## src/hw/rtl/hkvs_ram.sv

```systemverilog
// generic single-port-write, single-port-read ram with registered read data
module hkvs_ram #(
  parameter int unsigned WIDTH = 8,
  parameter int unsigned DEPTH = 16,
  localparam int unsigned AW = (DEPTH > 1) ? $clog2(DEPTH) : 1
) (
  input  logic             clk,
  input  logic             we,
  input  logic [AW-1:0]    waddr,
  input  logic [WIDTH-1:0] wdata,
  input  logic             re,
  input  logic [AW-1:0]    raddr,
  output logic [WIDTH-1:0] rdata
);

  logic [WIDTH-1:0] mem [DEPTH];

  // write port
  always_ff @(posedge clk) begin
    if (we) begin
      mem[waddr] <= wdata;
    end
  end

  // registered read, holds while re is low
  always_ff @(posedge clk) begin
    if (re) begin
      rdata <= mem[raddr];
    end
  end

endmodule

```

## config.mk

```make
export PLATFORM = sky130hd
export DESIGN_NAME = hkvs_ram
export DESIGN_NICKNAME = d
export VERILOG_FILES = /design/src/hw/rtl/hkvs_ram.sv
export SDC_FILE = /design/constraint.sdc
export NUM_CORES = 1
export LEC_CHECK = 0
export ABC_CLOCK_PERIOD_IN_PS = 2500
export BUFFER_PORTS_ARGS = -buffer_cell sky130_fd_sc_hd__clkbuf_2
export CAP_MARGIN = 20
export CORE_ASPECT_RATIO = 0.5
export CORE_UTILIZATION = 42
export DETAILED_ROUTE_END_ITERATION = 8
export SYNTH_ARGS = -nofsm -noshare
export SYNTH_HDL_FRONTEND = slang
export SYNTH_SLANG_ARGS = --single-unit
```

## constraint.sdc

```tcl
create_clock -name clk -period 2.5 [get_ports clk]
set_clock_uncertainty 0.05 [all_clocks]
set_input_delay 0.5 -clock clk [delete_from_list [all_inputs] [get_ports clk]]
set_output_delay 0.5 -clock clk [all_outputs]
set_load 0.01 [all_outputs]
```

# Yosys cells after proc, flatten, opt, wreduce, memory -nomap -nowiden
# Memories as Yosys holds them, arrays and structs flattened. A register that Yosys moved wholly into a read port is not among the register bits.
# Cells that the tools add are included.
dict set report totals {
  inputBits 19
  mem_bits_rw 128
  elab_cells 3
  out_inout_bits 8
  mem_count 1
  reg_bits 0
}
dict set report op_classes {
  mux 2
}
# memory words width read_ports rd_clocked_by_memory_dff write_ports line_no
set mem_list {}
lappend mem_list {mem 16 8 1 1 1 16} ;# logic [WIDTH-1:0] mem [DEPTH];
# cell n
set op_table {}
lappend op_table {{two-way mux 1 bit} 2}

# Depth between registers and ports, before layout
# Gate-level depths: netlist (run 1).
dict set report depth {
  word_depth 2
  mapped_depth 5
  depth_no_buf 3
}

# Worst setup path before layout (run 1)
# OpenSTA, ideal clock, no wires.
dict set report synth_timing {
  path_kind {in2reg}
  from {input waddr[2]}
  to {memory mem[0][0], enable pin}
  required_time_ps 2067
  stages 2
  arrival_ps 1610
  setup_slack_ps 457
  path_buffers 0
  setup_time_ps 383
  path_cell_list {or3b_2 -> nor3_1}
}
# item line_no
set synth_rtl {}
lappend synth_rtl {{start: declaration} 9} ;# input logic [AW-1:0] waddr,
lappend synth_rtl {{end: declaration} 16}
# Straight into the memory's write port.

==> results of run 1 <==
-- worst register-to-register path, stage by stage (launching register included) --
cell and delay [ns]:
edfxtp_1 0.37, mux4_2 0.46, a22oi_1 0.41, nand2_1 0.08
-- how the worst max path moves through the flow --
stage / to / slack [ns] / depth (start not counted)
detailed placement: rdata[6] / 0.30 / 5
floorplan: mem[0][0] / 0.46 / 2
CTS: rdata[6] / 0.72 / 5
global placement: rdata[6] / 0.32 / 5
finish: rdata[6] / 0.69 / 5
global route: rdata[5] / 0.65 / 6
-- power by group through the flow --
stage / logic, W / registers, W / clock network (W)
after floorplan: 0.000130 / 0.00263 / 0
after global placement: 0.000241 / 0.00263 / 0
after detailed placement: 0.000247 / 0.00263 / 0
after CTS: 0.000248 / 0.00259 / 0.00266
after global routing: 0.000265 / 0.00259 / 0.00274
final: 0.000244 / 0.00259 / 0.00263
-- routing by layer --
metal / up-vias / track usage, %
met5: - / 0
met4: 0 / 7.33
met3: 10 / 4.80
met2: 69 / 26.9
met1: 1304 / 23.8
li1: 1103 / -
-- through the flow --
stage,instance area (um2),std cells
after global routing,6320,467
final,6320,467
after floorplan,5230,229
after detailed placement,5690,435
after global placement,5690,435
after CTS,6320,467
-- cells by family after synthesis --
group                  count (synthesis)  synth area share [%]
AND/OR/NAND/NOR                       35                  3.14
flip-flops                           136                  78.1
AO/OA/AOI/OAI                         16                  2.30
buffers and inverters                 10                  1.65
multiplexers                          32                  14.8
-- cell type report --
class | instances | area, um2
fillers | 914 | 5660
flip-flops and latches | 136 | 4080
multi-input cells | 83 | 1060
clock buffers | 17 | 425
repair buffers | 51 | 343
clock inverters | 15 | 208
well taps | 165 | 206
-- sequential cells by signal (all words and copies together), names as in the netlist --
register,cells
rdata,8
mem,128
-- layout by cell type (no fill, tap or decap), types with 5 or more instances in the layout --
| cell | Yosys | final |
|---|---|---|
| edfxtp_1 | 136 | 136 |
| clkbuf_2 | 0 | 26 |
| buf_4 | 1 | 23 |
| mux4_2 | 18 | 18 |
| clkbuf_16 | 0 | 17 |
| a22oi_1 | 16 | 16 |
| mux4_1 | 14 | 14 |
| nor2_1 | 13 | 13 |
| nand2_1 | 9 | 9 |
| bufinv_16 | 0 | 5 |
==> metrics list, run 1 <==
* Critical path's largest stage delay: 0.54 ns
- Number of buffers and inverters on the critical path: 2
* Largest delay share family, worst path: multiplexers
- Count of pins on the block boundary: 27
- Y dimension of the die: 80.9 um
* Worst R2R Path Depth: 3
- Final critical-path setup slack: 0.694 ns
- Uppermost signal routing layer after detailed routing: met4
* Effective utilization at floorplan: 43.6%
- Port-buffer cells: 26
- In this run, the combinational gates consume 4.5% of the power.
- Summed over all layers, the global routing overflow is 0.
- Once the clock tree was built, the setup fixing pass inserted 0 buffers.
- Die width: 160 um
* Number of max-slew violations in the final report: 0
- Part of the power in registers: 47.4%
- Number of levels in the clock H-tree: 4
- Detailed routing inserted a total of 2486 vias.
- Highest fanout seen on the critical path: 29
- Number of DRC markers after the initial detailed-route iteration: 234
- Setup violations remaining at the end of the flow were counted as 0.
- Max-Cap Viols: 0
* Switching power share of the total: 19.0%
- Net switching power of the design: 0.00104 W
- Detailed-routing wirelength on met1: 4720 um
- Setup repair after global routing left no endpoint under its margin.
- Worst-case hold path end point: mem[8][1]
* Full die area: 12900 um2
- The critical path goes through clkbuf_2 -> buf_12 -> mux4_2 -> a22oi_1 -> nand2_1.
* Detailed route wirelength on metal2: 4790 um
- Worst Hold Slack: 0.474 ns
- Final TNS setup: 0 ns
- Leak Pwr: 2.15 nW
- The number of gates resized after CTS was 0.
* Maximum number of buffers from clock root to sink: 2
- Nets: 308
- Total number of yosys warnings: 0
* Class of the tightest hold or removal check: input pin to flip-flop
* CTS Hold Bufs: 0
- OpenSTA, run right after detailed placement, puts the worst setup slack at 0.297 ns.
- Timing would allow up to 554 MHz.
- Share of synthesized flip-flops with an asynchronous set or reset: 0%
* Final weighted congestion of routability-driven global placement: 0.752
- The average instance in the mapped netlist occupies 22.8 um2.
- R2r startpoint: mem[8][6]
- TritonCTS clock tree: built
- CORE AREA: 12000 um2
- End of the worst register-to-register path: rdata[6]
- The first global-routing pass estimated 15300 um of wire.
- Detailed placement ended at an HPWL of 6450 um.
- Measured against its own limit, the worst slew margin works out to 67.3%.
- Main flop type after synthesis: edfxtp_1
* Net count after synthesis: 248
* Wire length per cell after detailed routing: 21.9 um
- Crit end category: flip-flop
- The worst setup path is launched from an input pin.
- Final Hold Violating Endpoints: 0
* Worst Tran Pin Value: 0.490 ns
- The number of antenna violations at the first check in global routing is 0.
- Proportion of synthesized chip area in sequential cells: 78.1%
- The largest individual stage delay along the critical path comes from the cell mux4_2.
- Reg-to-reg slack, setup: 0.85 ns
- Synth Register Bits: 136
* Launch point of the worst hold path: wdata[1]
- At the worst endpoint, the required time is 2.59 ns.
- Detail-routed via count per cell: 5.32
* CTS Root Cell: clkbuf_16
* Run status: completed
- Across every metal layer, demand over resource in global routing totals 17.4%.
- Cell types with the largest area share after synthesis: edfxtp_1 78%, mux4_2 7.8%, mux4_1 7.0%
- Of all cell types, the one taking the most synthesized area is edfxtp_1.
- In the final layout, the share of cells above drive strength 1 is 33.1%.
- The smallest clock period supported by the final layout is computed as 1.81 ns.
* Clock buffer count from CTS: 17
- Fraction of post-synthesis cell area in the top cell type by area: 78.1%
* Cell area after synthesis: 5230 um2
- The clock reaches the later pin of the worst-skew pair after 0.41 ns.
* Internal Pwr Total: 0.00443 W
- Count of antenna-violating nets left after detailed routing: 0
- Synthesis handed over a netlist of 229 instances.
* Number of detailed-route iterations in the first pass: 4
- Setup Crit Path Kind: input pin to flip-flop
- Endpoint arrival time on the critical path: 1.90 ns
- After layout, the design draws a total of 0.00546 W.
- After detailed routing, the met3 layer carries 572 um of wire.
- Hold path cells: 1
- Yosys instantiated no cell more often than edfxtp_1.
- DRC violation count after routing: 0
* Pwr/cell area: 864 nW/um2
* Post-synth top cells: 136 x edfxtp_1, 18 x mux4_2, 16 x a22oi_1
- 0 antenna diodes ended up in the layout.
- Count of flip-flops with a built-in enable after synthesis: 136
* Share of the core filled with cells in the final layout: 52.8%
- Clock Sink Count: 136
- In the finished design, the share of the clock period the worst path needs comes to 72.2%.
* Clk pwr share: 48.2%
- After synthesis, the netlist uses 18 different library cells.
* First element of the critical path: raddr[0]
* Detailed Route WL: 10200 um
* Area growth from synthesis to layout: 21.0%
* Largest net degree at the start of global routing: 30
- IR analysis of the VDD net gives a maximum drop of 0.000365 V.
* Number of global-route vias before repair: 2547
- Clock-pin slew was measured on the worst setup and hold paths at 0.06 ns.
- Placement row count: 28
Note: power is estimated with default switching activity, not from simulation.
==> inputs of run 2 (changes only) <==
ABC_AREA = 1   (was unset)
ABC_CLOCK_PERIOD_IN_PS = 1600   (was 2500)
clock period = 1.6 ns   (was 2.5 ns; I/O delays follow)
==> run 2 against run 1 <==
Utilization shrank 2.1 points. Worst setup slack worse by 0.47 ns. Cell area rose by 8.6%. Critical endpoint is now rdata[0]. Largest cell class unchanged. Routed wire length rose by 35%. Sequential cell count is the same. Non-clock buffer count up 6.
==> metrics list, run 2 <==
- The number of H-tree levels was 4 (unchanged).
- Routed via count: 3899 (+57%)
- Final cell count without fillers: 808 (+73%)
- The number of global-route vias before repair is 3724 (+46%).
* Highest-delay cell along the critical path: edfxtp_1
- Critical path's largest stage delay: 0.43 ns (-0.11 ns)
- Leak Pwr: 2.97 nW (+38%)
- The number of synthesized flops with an enable pin came to 136 (unchanged).
- Setup repair after global routing left no endpoint under its margin.
* Antenna violations before repair: 0 (unchanged)
- Antenna fix cells: 0 (unchanged)
- The placed wire-length estimate is 8520 um (+32%).
- Count of antenna-violating nets left after detailed routing: 0 (unchanged)
* Largest delay share family, worst path: flip-flops
- The arrival time of data at the critical path endpoint came to 1.00 ns (-0.90 ns).
* Overall global routing resource usage: 20.6% (+3.2 points)
* TritonCTS clock tree: built
* DRC violation count after routing: 0 (unchanged)
- Setup Buffers After CTS: 0 (unchanged)
- Walking the worst path, the cells encountered are clkbuf_2.
- The number of slew-limit violations in the final report is 0 (unchanged).
- Yosys cell types: 11 (-7)
- The average cell area after synthesis was 10.6 um2 (-54%).
- Compared with the post-synthesis result, the final layout area differs by 17.5%.
- Cell area after synthesis: 5850 um2 (+12%)
* Non-Filler Cell Area, Final: 6870 um2 (+8.6%)
* Clock insertion delay at the later pin of the skew report: 0.41 ns (about the same)
- The final critical path takes up 85.9% of the cycle.
* Largest registers in the final layout: mem x128, rdata x8
* Most common cell after layout, fill and taps aside: nand2_1
* Port-buffer cells: 26 (unchanged)
- Full die area: 14400 um2 (+12%)
- The die height was 85.4 um (+5.6%).
* Number of DRC markers after the initial detailed-route iteration: 331 (+41%)
- The flow ran to the end, and the final reports show no timing, DRC or antenna violations.
- Effective utilization at floorplan: 43.1% (-0.48 points)
* Most frequent cell after synthesis: nand2_1
- Share of the core filled with cells in the final layout: 50.7% (-2.1 points)
- Cell taking the most area after synthesis: edfxtp_1
- Nets: 622 (+100%)
- Ranked by flip-flop count, first place goes to mem.
- Wire length per cell after detailed routing: 17.1 um (-22%)
- By area, the combinational part of the netlist is dominated by simple AND/OR/NAND/NOR gates.
- Post-synth top cells: 173 x nand2_1, 136 x edfxtp_1, 100 x inv_1
* Number of detailed-route iterations in the first pass: 5 (+1)
* Final Hold Violating Endpoints: 0 (unchanged)
* Total cell area at the placement stage: 6320 um2 (+11%)
* Highest fanout seen on the critical path: 1 (-97%)
- Class of the tightest hold or removal check: input pin to flip-flop
* CORE AREA: 13600 um2 (+13%)
* Placed cell count: 776 (+78%)
- Post-synthesis compound-gate area fraction: 0% (-2.3 points)
* Clock Sink Count: 136 (unchanged)
- The worst setup path is captured at an output pin.
- In the layout the commonest cells are 173 x nand2_1, 136 x edfxtp_1, 100 x inv_1, 97 x nand3_1, 28 x buf_4.
* Count of pins on the block boundary: 27 (unchanged)
- The post-synthesis share of cell area spent on full adders, half adders and majority gates came to 0% (unchanged).
* Startpoint class of the critical path: flip-flop
- The post-synthesis sequential element count came to 136 (unchanged).
- The share of layout cells above drive strength 1 is 13.5% (-20 points).
* Share of synthesized flip-flops with an asynchronous set or reset: 0% (unchanged)
* Peak ir drop on the vdd network: 0.000738 V (+100%)
- CTS Root Cell: clkbuf_16
- The total number of placement rows is 30 (+7.1%).
- The data required time of the worst path is 1.23 ns (-1.36 ns).
- Final critical delay including setup and external delays: 1.37 ns
- Highest clock frequency the design can meet: 728 MHz
* Detail-routed via count per cell: 4.83 (-9.4%)
* Maximum number of buffers from clock root to sink: 2 (unchanged)
* Global-route wire length before repair: 21000 um (+37%)
- The simple logic cell fraction of the synthesized area came to 20.8% (+18 points).
- The total detailed-routing wirelength was 13800 um (+35%).
* Synthesized instance count: 551 (+140%)
- Flip-flop count of the largest register after layout: 128 (unchanged)
- Post-cts resize count: 0 (unchanged)
- The share of the synthesized area in the top cell type came to 69.8% (-8.3 points).
* Portion of netlist area occupied by mux cells: 0% (-15 points)
- The global-route congestion overflow total is 0 (unchanged).
* Total number of yosys warnings: 0 (unchanged)
* Net count after synthesis: 570 (+130%)
- The pin count of the biggest net entering global routing came to 39 (+30%).
* Proportion of synthesized chip area in sequential cells: 69.8% (-8.3 points)
- Worst Hold Slack: 0.285 ns (-0.190 ns)
- The number of CTS-inserted buffers was 17 (unchanged).
- Final TNS setup: 0 ns (unchanged)
- The die boundary width was 169 um (+5.7%).
- The clock slew seen by the registers of the worst setup and hold paths is 0.06 ns (about the same).
- Max-Cap Viols: 0 (unchanged)
- Ranked by total cell area, the synthesized netlist is headed by edfxtp_1 70%, nand2_1 11%, nand3_1 8.3%.
- The count of hold buffers inserted by post-cts repair came to 0 (unchanged).
* Count of final setup violators: 0 (unchanged)
- Final weighted congestion of routability-driven global placement: 0.815 (+8.4%)
- Parity-gate share of the synthesized area counting xor and xnor cells: 0% (unchanged)
- Worst Tran Pin Value: 0.608 ns (+0.118 ns)
- The worst-case headroom to the max-slew limit came to 59.4% (-7.9 points).
- The setup path with the least slack is of type flip-flop to output pin.
* Pwr/cell area: 1200 nW/um2 (+39%)
* Main flop type after synthesis: edfxtp_1
* Number of buffers and inverters on the critical path: 1 (-1)
## run 2: changes by cell type in the layout (fill, tap and decap cells not counted), sizes merged, moves of 3 or more
cell,before,now
mux4,32,0
clkbuf,43,47
nor2,13,17
nand2,9,173
bufinv,5,2
a22oi,16,0
nand3,1,97
nor3,4,0
clkinvlp,4,1
inv,0,102
buf,25,31
## run 2: final cells by class
cell class              instances  area [um2]
clock buffers                  21         440
clock inverters                11         106
repair buffers                 57         400
well taps                     192         240
fillers                      1201        6680
flip-flops and latches        136        4080
multi-input cells             289        1210
inverters                     102         383
## run 2: kinds of logic (layout without fill, tap and decap cells)
group | Yosys count | after routing
flip-flops | 136 | 136
AND/OR/NAND/NOR | 289 | 289
buffers and inverters | 126 | 191
## run 2: per-layer routing
metal / routed length, um / up-vias / GRT usage [%] / share of wire [%]
met5: 0 / - / 0 / 0
met2: 6470 / 114 / 32.5 / 47
met1: 6390 / 1883 / 27.8 / 46
li1: - / 1887 / - / -
met3: 768 / 15 / 5.08 / 5.6
met4: 187 / 0 / 8.02 / 1.4
## run 2: worst register-to-register path: stages (launching register included)
cell,delay (ns)
edfxtp_1,0.35
inv_1,0.06
nand2_1,0.04
nand3_1,0.11
nand3_1,0.09
nand3_1,0.19
nand2_1,0.07
## run 2: metrics by stage
step	power [W]	setup slack [ns]
after CTS	0.00827	0.211
final	0.00822	0.226
after global placement	0.00463	-0.0283
after global routing	0.00847	0.196
after floorplan	0.00440	0.279
after detailed placement	0.00464	-0.0227
## run 2: path summary, 6_finish.rpt
check,start,to,depth (start not counted),slack (ns)
max,rdata[0],rdata[0],1,0.23
min,re,rdata[0],1,0.28
max reg2reg,mem[15][3],rdata[3],6,0.39
min reg2reg,mem[2][4],rdata[4],6,0.70
## run 2: power breakdown
group | internal, W | switching [W]
combinational | 0.000161 | 0.000363
sequential | 0.00402 | 0.0000244
clock | 0.00226 | 0.00140
total | 0.00644 | 0.00178
==> inputs of run 3 (changes only) <==
ABC_AREA = unset   (was 1)
==> run 3 against run 2 <==
Register-to-register slack worse by 0.37 ns. Clock-buffer cell count is 3 lower. Hold slack better by 0.0031 ns. Utilization is 2.1 points higher. Critical path depth is 2 higher. Power is 0.64% higher. Clock power is 5% higher. Global-route usage is 3.3 points lower. Routed wire length is 27% lower. Final cell count is 42% lower. Sequential power hardly changed. Highest routed layer unchanged.
==> metrics list, run 3 (synthesis gave the netlist of run 1 again) <==
* Highest fanout seen on the critical path: 1 (unchanged)
- Max-Cap Viols: 0 (unchanged)
- The number of cells traversed by the worst register-to-register path came to 3 (-3).
- Clock Sink Count: 136 (unchanged)
* Number of DRC markers after the initial detailed-route iteration: 183 (-45%)
- Die width: 160 um (-5.4%)
* Nets: 309 (-50%)
- The maximum vdd drop is 0.000615 V (-17%).
- TritonCTS built the clock tree.
- Share of the core filled with cells in the final layout: 52.8% (+2.1 points)
- CTS Root Cell: clkbuf_16
- Antenna violations before repair: 0 (unchanged)
* Crit end category: flip-flop
- Hold path cells: 1 (unchanged)
- The reported net switching power came to 0.00165 W (-7.5%).
- Setup repair after global routing missed its margin: false
- Ranked by flip-flop count, first place goes to mem.
* Effective utilization at floorplan: 43.6% (+0.48 points)
- Clk pwr share: 46.3% (+1.8 points)
- Startpoint class of the critical path: flip-flop
- Wire length per cell after detailed routing: 21.7 um (+27%)
- Met3 layer wire length in the routed design: 582 um (-24%)
- The slowest stage of the critical path belongs to the cell mux4_1.
* Cell-by-cell listing of the critical path: mux4_1 -> a22oi_1 -> nand2_1
- Final HPWL DP: 6360 um (-25%)
- Area growth from synthesis to layout: 21.0%
- The number of cells after detailed placement was 436 (-44%).
- The number of H-tree levels came to 4 (unchanged).
- The number of global-route vias before repair is 2555 (-31%).
- Largest registers in the final layout: mem x128, rdata x8
* Detail-routed via count per cell: 5.34 (+11%)
* Detailed Route WL: 10200 um (-27%)
- The total track usage came to 17.3% (-3.3 points).
* Number of max-slew violations in the final report: 0 (unchanged)
- Final TNS setup: 0 ns (unchanged)
- The maximum count of clock buffers along a single path is 2 (unchanged).
* Worst Tran Pin Value: 0.905 ns (+0.297 ns)
- The critical path is of the flip-flop to flip-flop type.
- The met2 wirelength from detailed routing is 4820 um (-25%).
* Count of final setup violators: 0 (unchanged)
- The data required time of the worst path was 1.70 ns (+0.47 ns).
- The pin count of the biggest net entering global routing is 17 (-56%).
- Uppermost signal routing layer after detailed routing: met4
- Full die area: 12900 um2 (-10%)
* Run status: completed
- The arrival time of data at the critical path endpoint was 1.68 ns (+0.68 ns).
* Switching power share of the total: 20.0% (-1.7 points)
- Part of the power in registers: 48.8% (-0.3 points)
* Detailed-routing wirelength on met1: 4620 um (-28%)
- Number of detailed-route iterations in the first pass: 5 (unchanged)
* Antenna fix cells: 0 (unchanged)
- The number of placed I/O pins came to 27 (unchanged).
- Port-buffer cells: 26 (unchanged)
- Y dimension of the die: 80.9 um (-5.3%)
* Most common cell after layout, fill and taps aside: edfxtp_1
- The worst hold path belongs to the class input pin to flip-flop.
* Total congestion overflow: 0 (unchanged)
* Clock insertion delay at the later pin of the skew report: 0.41 ns (about the same)
* Final weighted congestion of routability-driven global placement: 0.727 (-11%)
- DRC violation count after routing: 0 (unchanged)
* Global-route wire length before repair: 15300 um (-27%)
- CORE AREA: 12000 um2 (-12%)
* Routed via count: 2499 (-36%)
- The number of cells in the finished layout apart from fillers came to 468 (-42%).
* Count of antenna-violating nets left after detailed routing: 0 (unchanged)
- Internal Pwr Total: 0.00663 W (+2.9%)
- Highest clock frequency the design can meet: 634 MHz (-13%)
- The total number of placement rows was 28 (-6.7%).
- The largest stage delay on the critical path came to 0.50 ns (+0.07 ns).
- The combinational group share of total power came to 5.0% (-1.4 points).
- The final critical-path share of the clock period came to 98.6% (+13 points).
- Leak Pwr: 2.12 nW (-29%)
- The worst-case headroom to the max-slew limit is 39.4% (-20 points).
- The flip-flop count of the largest register after layout is 128 (unchanged).
* Fraction of final layout cells with drive strength greater than 1: 37.0% (+23 points)
- The top cell types in the final layout, fill and taps aside, are 136 x edfxtp_1, 26 x clkbuf_2, 25 x mux4_2, 21 x buf_4, 17 x clkbuf_16.
* Final Hold Violating Endpoints: 0 (unchanged)
* Clock buffer count from CTS: 17 (unchanged)
* Final critical delay including setup and external delays: 1.58 ns (+0.204 ns)
- CTS clock-pin slew for the worst setup and hold paths: 0.06 ns (about the same)
* Worst Hold Slack: 0.288 ns (+0.00313 ns)
* Pwr/cell area: 1310 nW/um2 (+9.3%)
## run 3: cell count changes in the layout (fill, tap and decap cells not counted), moves of 3 or more
cell	before	now
nand2_1	173	9
inv_1	100	0
nand3_1	97	1
mux4_2	0	25
a22oi_1	0	11
buf_4	28	21
mux4_1	0	7
a22oi_2	0	5
nor2_1	17	13
clkbuf_1	4	1
nor3_1	0	3
## run 3: area by class of cell
class / count / area, um2
sequential: 136 / 4080
tap: 165 / 206
clock inverter: 14 / 156
multi-input combinational: 83 / 1060
clock buffer: 18 / 429
timing repair buffer: 52 / 388
fill: 941 / 5660
## run 3: worst max-delay path, delay by kind of cell, from the launching register on
kind | cells | cell delay [ns]
muxes | 1 | 0.50
DFF | 1 | 0.37
and+or+nand+nor | 1 | 0.09
AOI/OAI and AO/OA | 1 | 0.31
## run 3: what timing repair did
action / in CTS / in global routing
setup endpoints to repair: 2 / 3
buffers inserted: 0 / 0
hold buffers: 0 / 0
resized for setup: 2 / 3
gates cloned: 0 / 0
## run 3: metal layers
metal / track usage (%) / vias up
met5: 0 / -
met4: 7.43 / 0
met3: 5.46 / 12
met2: 27.2 / 71
met1: 22.8 / 1318
li1: - / 1098
## run 3: final timing paths
check	from	to	slack, ns
max	mem[4][3]	rdata[3]	0.02
max reg2reg	mem[4][3]	rdata[3]	0.02
min reg2reg	mem[15][4]	rdata[4]	0.69
min	re	rdata[6]	0.29
## run 3: stage by stage
stage	cell area [um2]	power, W	setup slack, ns
final	6320	0.00828	0.0219
after global routing	6320	0.00850	0.00148
after CTS	6310	0.00832	0.0387
after detailed placement	5710	0.00452	-0.422
after global placement	5710	0.00450	-0.415
after floorplan	5220	0.00432	-0.0361
## run 3: power groups by stage
stage          Combinational, W  Clock, W  Sequential (W)
3_3_place_gp           0.000397         0         0.00411
5_1_grt                0.000445   0.00401         0.00404
4_1_cts                0.000410   0.00387         0.00404
6_report               0.000410   0.00383         0.00404
2_1_floorplan          0.000210         0         0.00411
3_5_place_dp           0.000404         0         0.00411
